<file path="src/hw/rtl/bfa_pkg.sv">
`default_nettype none
package bfa_pkg;

   localparam int WORD_BITS = 32;
   localparam int BIT_W     = 5;

   localparam logic [2:0] CMD_MARK_ALL = 3'd0;
   localparam logic [2:0] CMD_RELEASE  = 3'd1;
   localparam logic [2:0] CMD_RESERVE  = 3'd2;
   localparam logic [2:0] CMD_ALLOC    = 3'd3;
   localparam logic [2:0] CMD_FREE     = 3'd4;

   localparam logic [31:0] REGION_USABLE = 32'd1;

   typedef struct packed {
      logic [2:0]  cmd;
      logic [31:0] region_type;
      logic [63:0] addr_first;
      logic [63:0] addr_second;
   } req_type;

   typedef struct packed {
      logic        ok;
      logic [31:0] alloc_addr;
      logic [18:0] free_frames;
      logic [31:0] top_frame;
   } rsp_type;

   // Control handed to the word update unit for one bitmap word.
   typedef struct packed {
      logic             alloc;
      logic             set;
      logic [BIT_W-1:0] lo_bit;
      logic [BIT_W-1:0] hi_bit;
   } word_ctrl_type;

   typedef struct packed {
      logic [WORD_BITS-1:0] new_word;
      logic [BIT_W:0]       delta;
      logic                 hit;
      logic [BIT_W-1:0]     zero_pos;
   } word_res_type;

endpackage
`default_nettype wire

</file>
<file path="src/hw/rtl/bfa_word_unit.sv">
`default_nettype none
module bfa_word_unit (
   input  wire logic [31:0]           old_word,
   input  wire bfa_pkg::word_ctrl_type ctrl,
   output bfa_pkg::word_res_type      res
);
   import bfa_pkg::*;

   logic [WORD_BITS-1:0] mask;
   logic [WORD_BITS-1:0] changed;
   logic [BIT_W-1:0]     pos;
   logic                 found;
   logic [BIT_W:0]       cnt;

   // Lowest clear bit of the word, for allocation.
   always_comb begin
      pos   = '0;
      found = 1'b0;
      for (int i = WORD_BITS - 1; i >= 0; i--) begin
         if (!old_word[i]) begin
            pos   = BIT_W'(i);
            found = 1'b1;
         end
      end
   end

   always_comb begin
      if (ctrl.alloc) begin
         mask = found ? (WORD_BITS'(1) << pos) : '0;
      end else begin
         mask = ({WORD_BITS{1'b1}} << ctrl.lo_bit) &
                ({WORD_BITS{1'b1}} >> (BIT_W'(WORD_BITS - 1) - ctrl.hi_bit));
      end
      changed = (ctrl.set || ctrl.alloc) ? (~old_word & mask) : (old_word & mask);
      cnt = '0;
      for (int i = 0; i < WORD_BITS; i++) begin
         cnt = cnt + (BIT_W + 1)'(changed[i]);
      end
      res.new_word = (ctrl.set || ctrl.alloc) ? (old_word | mask) : (old_word & ~mask);
      res.delta    = cnt;
      res.hit      = found;
      res.zero_pos = pos;
   end

endmodule
`default_nettype wire

</file>
<file path="config.mk">
export PLATFORM = sky130hd
export DESIGN_NAME = bfa_word_unit
export DESIGN_NICKNAME = d
export VERILOG_FILES = /design/src/hw/rtl/bfa_pkg.sv /design/src/hw/rtl/bfa_word_unit.sv
export SDC_FILE = /design/constraint.sdc
export NUM_CORES = 1
export LEC_CHECK = 0
export ABC_AREA = 1
export BUFFER_PORTS_ARGS = -buffer_cell sky130_fd_sc_hd__buf_2
export CAP_MARGIN = 0
export CORE_ASPECT_RATIO = 1.75
export CORE_MARGIN = 1.5
export CORE_UTILIZATION = 30
export DETAILED_ROUTE_END_ITERATION = 6
export PLACE_DENSITY = 0.5
export REMOVE_ABC_BUFFERS = 1
export SYNTH_ARGS = -nofsm -noshare
export SYNTH_HDL_FRONTEND = slang
export SYNTH_SLANG_ARGS = --single-unit
</file>
<file path="constraint.sdc">
create_clock -name vclk -period 26.1
set_input_delay 3.915 -clock vclk [all_inputs]
set_output_delay 3.915 -clock vclk [all_outputs]
set_load 0.02 [all_outputs]
</file>
==> flow_summary.ini, run 1 <==
[global_routing]
antenna_found_initial = 0
track_usage = 0.2330
grt_max_degree = 44
grt_pass1_wl_um = 19220
grt_pass1_vias = 3777
grt-ovfl-total = 0

[final_layout]
drive_above_1_share = 0.1757
final_cell_mix = nand2_1, buf_2, inv_1, nor2_1, nand3_1
fin_cells = 731
area_growth_pct = 18.20
antenna_cells = 0
finish.net_count = 686
final.clkbuf_count = 0
final_common_cell = nand2_1
regArea_um2 = 0
nFlopsAndLatches = 0
fillers = 1145

[status]
outcome = finished, final reports clean

[pwr]
max-vdd-ir-drop_uv = 13.15
p_per_area_nw_per_um2 = 21.07
p_leak_nw = 1.884

[floorplanning]
fp.dieW_um = 78.03
start_util = 0.3102
die_y_um = 134.3
core_um2 = 9527
pin_count = 88
fp.dieArea_um2 = 10480
fp-row-count = 47

[clock_tree]
postCtsResizedCells = 0
postCtsSetupRepairBufs = 0
hold_buffers = 0

[setup_path]
path_class = input port to output port
crit_arrival_ns = 11.05
crit_path_frequent_cell = fa_1
critPathMaxStageDelay_ns = 0.55
slowest_stage = fa_1
critPathRequiredTime_ns = 22.18
crit_fanout = 11
start_kind = input port
end_kind = output port

[timing]
hold_viol_final = 0
slew_viol_final = 0
rsz0062_at_grt = no
fin_setup_tns_ns = 0
fmax_ghz = 0.06682
worst_slew_pin_slew_ns = 0.5971
fin_crit_sh = 0.5734
slew-limit-headroom = 0.6008
period_minus_slack_ns = 14.97
final-setup-viol-count = 0
holdWs_ns = 8.223

[min_path]
hp-class = input port to output port
min_path_cells = 4

[yosys]
syn_area_um2 = 2955
synth_area_leaders = nand2_1, fa_1, inv_1, nor2_1, nand3_1
syn_area_per_cell_um2 = 5.545
yosys_warnings = 0
synthDominantCellAreaShare = 0.1791
yosysTopAreaCell = nand2_1
syn_inst = 533
seq_area_frac_synth = 0
synth_cell_types = 38

[drt]
ant_nets = 0
totalWireLength_um = 12190
first_pass_iters = 5
wl_per_cell_um = 16.67
drtIter0Drc = 195
via_per_inst = 5.131
drc_errors = 0
num_vias = 3751

[job]
max_cap_violations = 0

[placement]
dp_hpwl_um = 10610
gp_congestion = 0.9564
portBuffers = 88
dp.cells = 731
==> logic make-up (layout without fill, tap and decap cells) <==
group	count (synthesis)	count (layout)	share of synthesized area
and+or+nand+nor	295	295	0.4369
buffers and inverters	99	175	0.1355
AOI/OAI and AO/OA	86	86	0.1702
adders and majority gates	31	31	0.1922
xor gates and xnor gates	22	22	0.06520
==> routing by layer <==
| layer | global-route usage | routed length, um |
|---|---|---|
| met1 | 0.2577 | 4574 |
| met2 | 0.4420 | 6480 |
| met3 | 0.009524 | 397 |
| met4 | 0.1171 | 734 |
| met5 | 0 | 0 |
==> final timing paths <==
kind	to	slack, ns	startpoint
worst max-delay path	res[10]	11.14	old_word[30]
worst min-delay path	res[36]	8.22	old_word[24]
==> per-stage QoR <==
stage / power (mW) / cell area [um2] / utilization / setup WS, ns
global route: 0.08282 / 3493 / 0.3667 / 10.66
global placement: 0.07455 / 3493 / 0.3667 / 11.12
CTS: 0.07440 / 3493 / 0.3667 / 11.10
finish: 0.07362 / 3493 / 0.3667 / 11.14
detailed placement: 0.07403 / 3493 / 0.3667 / 11.12
floorplan: 0.04926 / 2870 / - / 10.46
==> cell usage after synthesis <==
| cell | instances |
|---|---|
| nand2_1 | 141 |
| inv_1 | 81 |
| nor2_1 | 74 |
| nand3_1 | 48 |
| o21ai_0 | 36 |
| a21oi_1 | 25 |
| fa_1 | 24 |
| nand4_1 | 15 |
| xor2_1 | 12 |
| xnor2_1 | 10 |
| clkbuf_1 | 8 |
| ha_1 | 7 |
| o21bai_1 | 7 |
| o211ai_1 | 6 |
| nor4_1 | 4 |
| a21oi_2 | 3 |
| buf_2 | 3 |
| nand2_4 | 3 |
| a31oi_1 | 2 |
| inv_2 | 2 |
| nand2_2 | 2 |
| nand3_2 | 2 |
| nor3_1 | 2 |
| o2111ai_1 | 2 |
| a221o_1 | 1 |
| a311oi_1 | 1 |
| buf_4 | 1 |
| buf_6 | 1 |
| clkbuf_4 | 1 |
| clkbuf_8 | 1 |
| clkinv_1 | 1 |
| nand3b_1 | 1 |
| nor2_4 | 1 |
| nor2_8 | 1 |
| nor3_2 | 1 |
| o21a_1 | 1 |
| o221ai_1 | 1 |
| o311ai_0 | 1 |
==> final cells by class <==
type	count	area (um2)	share of cell area
inverters	84	315.3	0.09026
repair buffers	91	462.9	0.1325
well taps	122	152.6	0.04370
multi-input cells	434	2562	0.7335
==> where the power goes <==
part | leakage (nW) | total (mW) | internal [mW] | switching [mW]
logic | 1.88 | 0.0736 | 0.0244 | 0.0493
clock network | 0 | 0 | 0 | 0
registers | 0 | 0 | 0 | 0
total | 1.88 | 0.0736 | 0.0244 | 0.0493
==> worst max-delay path: cells and delay by family <==
family                   cells  cell delay, ns
AO/OA/AOI/OAI                7            1.18
AND/OR/NAND/NOR             12            1.72
XOR/XNOR                     1            0.12
adder cells (fa/ha/maj)      8            3.73
buffers and inverters        3            0.37
No activity file was read; power rests on OpenSTA's default activity.
==> run 2, diff against run 1 <==
--- a/config.mk
+++ b/config.mk
@@ -12,7 +12,7 @@
 export CORE_MARGIN = 1.5
 export CORE_UTILIZATION = 30
 export DETAILED_ROUTE_END_ITERATION = 6
-export PLACE_DENSITY = 0.5
+export PLACE_DENSITY = 0.52
 export REMOVE_ABC_BUFFERS = 1
 export SYNTH_ARGS = -nofsm -noshare
 export SYNTH_HDL_FRONTEND = slang
==> constraint.sdc (replaced) <==
create_clock -name vclk -period 12.95
set_input_delay 1.9425 -clock vclk [all_inputs]
set_output_delay 1.9425 -clock vclk [all_outputs]
set_load 0.02 [all_outputs]
==> flow_summary.ini, run 2 (synthesized netlist as in run 1, its figures left out) <==
[setup_path]
end_kind = output port
worst-path-buf-inv = 3
crit_arrival_ns = 9.09
cp.depth = 31
crit_fanout = 11
start_kind = input port
critPathMaxStageDelay_ns = 0.55
critical-path-top-delay-family = adder cells
critPathRequiredTime_ns = 11.01
crit_path_frequent_cell = fa_1
slowest_stage = fa_1
path_class = input port to output port

[final_layout]
fillers = 1139
final_common_cell = nand2_1
final_cell_mix = nand2_1, buf_2, inv_1, nor2_1, nand3_1
nFlopsAndLatches = 0
drive_above_1_share = 0.1757
antenna_cells = 0
final.clkbuf_count = 0
area_growth_pct = 18.20
regArea_um2 = 0
multi_input_area_um2 = 2562
finish.net_count = 686

[timing]
fin_setup_tns_ns = 0
period_minus_slack_ns = 11.04
fin_crit_sh = 0.8521
rsz0062_at_grt = no
worst_slew_pin_slew_ns = 0.7268
slew-limit-headroom = 0.5125
fmax_ghz = 0.09062
slew_viol_final = 0
holdWs_ns = 4.283
final-setup-viol-count = 0
hold_viol_final = 0

[floorplanning]
fp.dieArea_um2 = 10480
fp.dieW_um = 78.03
fp-row-count = 47
pin_count = 88
die_y_um = 134.3
start_util = 0.3102
core_um2 = 9527

[pwr]
p_clk_frac = 0
swShare = 0.6685
p_per_area_nw_per_um2 = 42.50
p_leak_nw = 1.884
max-vdd-ir-drop_uv = 24.08
p_seq_frac = 0
intPower_mw = 0.04921
combPwrFrac = 1.000
p_sw_mw = 0.09925

[drt]
num_vias = 3781
first_pass_iters = 5
drc_errors = 0
wl_per_cell_um = 16.74
totalWireLength_um = 12240
ant_nets = 0
via_per_inst = 5.172
drtIter0Drc = 327

[clock_tree]
postCtsSetupRepairBufs = 0
hold_buffers = 0
postCtsResizedCells = 0

[global_routing]
antenna_found_initial = 0
grt_max_degree = 44
grt_pass1_vias = 3742
track_usage = 0.2292
grt-ovfl-total = 0
met3_usage = 0.006122
met1_usage = 0.2460
grt-busiest-layer = met2
grt_pass1_wl_um = 18820
met2_usage = 0.4324

[min_path]
min_path_cells = 4
hp-class = input port to output port
hold_end = res[36]
min_from = old_word[24]

[job]
max_cap_violations = 0

[placement]
gp_congestion = 0.9540
dp_hpwl_um = 10480
portBuffers = 88

[status]
outcome = finished, final reports clean
-- run 2: worst min-delay path: stages --
cell	delay, ns
buf_2	0.12
nand3_1	0.08
nand2_1	0.05
buf_2	0.15
-- run 2: cell type report --
cell class	instances	share of cell area
Inverter	84	0.09026
Timing Repair Buffer	91	0.1325
Multi-Input combinational cell	434	0.7335
Tap cell	122	0.04370
-- run 2: how the worst max path moves through the flow --
stage,from,to,slack (ns)
final,old_word[30],res[10],1.91
after global routing,old_word[27],res[10],1.42
after CTS,old_word[30],res[10],1.89
after detailed placement,old_word[30],res[10],1.92
after global placement,old_word[27],res[10],1.94
after floorplan,ctrl[10],res[10],1.26
-- run 2: power groups by stage --
stage               sequential [mW]  clock (mW)  combinational [mW]
finish                            0           0               0.148
global route                      0           0               0.166
CTS                               0           0               0.149
detailed placement                0           0               0.148
global placement                  0           0               0.150
floorplan                         0           0              0.0993
-- run 2: per-stage QoR --
stage / area [um2] / setup WS [ns] / util / power, mW / std cells
4_1_cts: 3493 / 1.893 / 0.3667 / 0.1494 / 731
6_report: 3493 / 1.915 / 0.3667 / 0.1485 / 731
3_5_place_dp: 3493 / 1.921 / 0.3667 / 0.1483 / 731
2_1_floorplan: 2870 / 1.255 / - / 0.09928 / 518
5_1_grt: 3493 / 1.419 / 0.3667 / 0.1659 / 731
3_3_place_gp: 3493 / 1.937 / 0.3667 / 0.1498 / 731
-- run 2: routing by layer --
| metal | wire, um | vias to the layer above |
|---|---|---|
| li1 | - | 1866 |
| met3 | 460 | 46 |
| met5 | 0 | - |
| met1 | 4473 | 1713 |
| met4 | 956 | 0 |
| met2 | 6345 | 156 |
==> run 3, diff against run 2 <==
--- a/config.mk
+++ b/config.mk
@@ -12,7 +12,7 @@
 export CORE_MARGIN = 1.5
 export CORE_UTILIZATION = 30
 export DETAILED_ROUTE_END_ITERATION = 6
-export PLACE_DENSITY = 0.52
+export PLACE_DENSITY = 0.5
 export REMOVE_ABC_BUFFERS = 1
 export SYNTH_ARGS = -nofsm -noshare
 export SYNTH_HDL_FRONTEND = slang
==> constraint.sdc (replaced) <==
create_clock -name vclk -period 14.18
set_input_delay 2.127 -clock vclk [all_inputs]
set_output_delay 2.127 -clock vclk [all_outputs]
set_load 0.02 [all_outputs]
==> flow_summary.ini, run 3 (synthesized netlist as in run 1, its figures left out) <==
[status]
outcome = finished, final reports clean

[final_layout]
antenna_cells = 0
area_growth_pct = 18.20
final.clkbuf_count = 0
finish.net_count = 686
nFlopsAndLatches = 0
final_common_cell = nand2_1
utilization = 0.3667
drive_above_1_share = 0.1757
regArea_um2 = 0
final_cell_mix = nand2_1, buf_2, inv_1, nor2_1, nand3_1

[min_path]
min_from = old_word[24]
hp-class = input port to output port
hold_end = res[36]
min_path_cells = 4

[drt]
drtIter0Drc = 217
wl_per_cell_um = 16.78
drc_errors = 0
via_per_inst = 5.094
ant_nets = 0
totalWireLength_um = 12260
num_vias = 3724
first_pass_iters = 5

[pwr]
p_leak_nw = 1.884
p_total_mw = 0.1357
max-vdd-ir-drop_uv = 25.63
p_per_area_nw_per_um2 = 38.83

[clock_tree]
postCtsResizedCells = 0
hold_buffers = 0
postCtsSetupRepairBufs = 0

[floorplanning]
fp.dieW_um = 78.03
fp.dieArea_um2 = 10480
die_y_um = 134.3
pin_count = 88
fp-row-count = 47
start_util = 0.3102
core_um2 = 9527

[setup_path]
end_kind = output port
critPathMaxStageDelay_ns = 0.56
crit_fanout = 11
start_kind = input port
crit_arrival_ns = 9.34
path_class = input port to output port
critPathRequiredTime_ns = 12.05
slowest_stage = fa_1
crit_path_frequent_cell = fa_1

[global_routing]
grt_pass1_vias = 3787
antenna_found_initial = 0
grt_max_degree = 44
grt_pass1_wl_um = 19520
track_usage = 0.2373
grt-ovfl-total = 0

[timing]
fmax_ghz = 0.08721
period_minus_slack_ns = 11.47
slew-limit-headroom = 0.5953
hold_viol_final = 0
rsz0062_at_grt = no
fin_setup_tns_ns = 0
worst_slew_pin_slew_ns = 0.6038
slew_viol_final = 0
layout_setup_ws_ns = 2.713
final-setup-viol-count = 0
fin_crit_sh = 0.8087

[placement]
dp_hpwl_um = 10610
dpl_worst_slack_ns = 2.732
gp_congestion = 0.9580
portBuffers = 88

[job]
max_cap_violations = 0
==> run 3: cell counts in the layout (fill, tap and decap cells not counted) <==
No cell type changed its count.
==> run 3: area by class of cell <==
cell class	count	area, um2
Timing Repair Buffer	91	462.9
Fill cell	1144	6033
Tap cell	122	152.6
Inverter	84	315.3
Multi-Input combinational cell	434	2562
==> run 3: worst max path at each step <==
stage / cells after the start / from / slack [ns] / endpoint
after floorplan: 17 / ctrl[10] / 2.12 / res[10]
after global placement: 31 / old_word[30] / 2.77 / res[10]
after detailed placement: 31 / old_word[30] / 2.73 / res[10]
after CTS: 31 / old_word[30] / 2.68 / res[10]
after global routing: 33 / old_word[30] / 2.32 / res[10]
final: 31 / old_word[30] / 2.71 / res[10]
==> run 3: layer usage <==
layer / GRT usage / part of all wire / wire, um / vias to the layer above
met3: 0.008844 / 0.031 / 382 / 42
met5: 0 / 0 / 0 / -
met2: 0.4362 / 0.51 / 6289 / 122
met1: 0.2684 / 0.39 / 4737 / 1698
li1: - / - / - / 1862
met4: 0.1349 / 0.070 / 855 / 0
==> run 3: worst max-delay path, delay by kind of cell <==
family                     cells  cell delay, ns
AOI/OAI and AO/OA              7            1.22
xor gates and xnor gates       1            0.12
adders and majority gates      8            3.73
buffers and inverters          3            0.37
and+or+nand+nor               12            1.77
==> run 3: metrics by stage <==
stage	hold WS, ns	area [um2]	instances
finish	4.648	3493	731
CTS	4.652	3493	731
floorplan	4.434	2870	518
global route	4.680	3493	731
detailed placement	4.649	3493	731
global placement	4.647	3493	731
==> run 3: where the power goes <==
group	internal [mW]	switching, mW	total (mW)
Combinational	0.0450	0.0907	0.136
Clock	0	0	0
Sequential	0	0	0
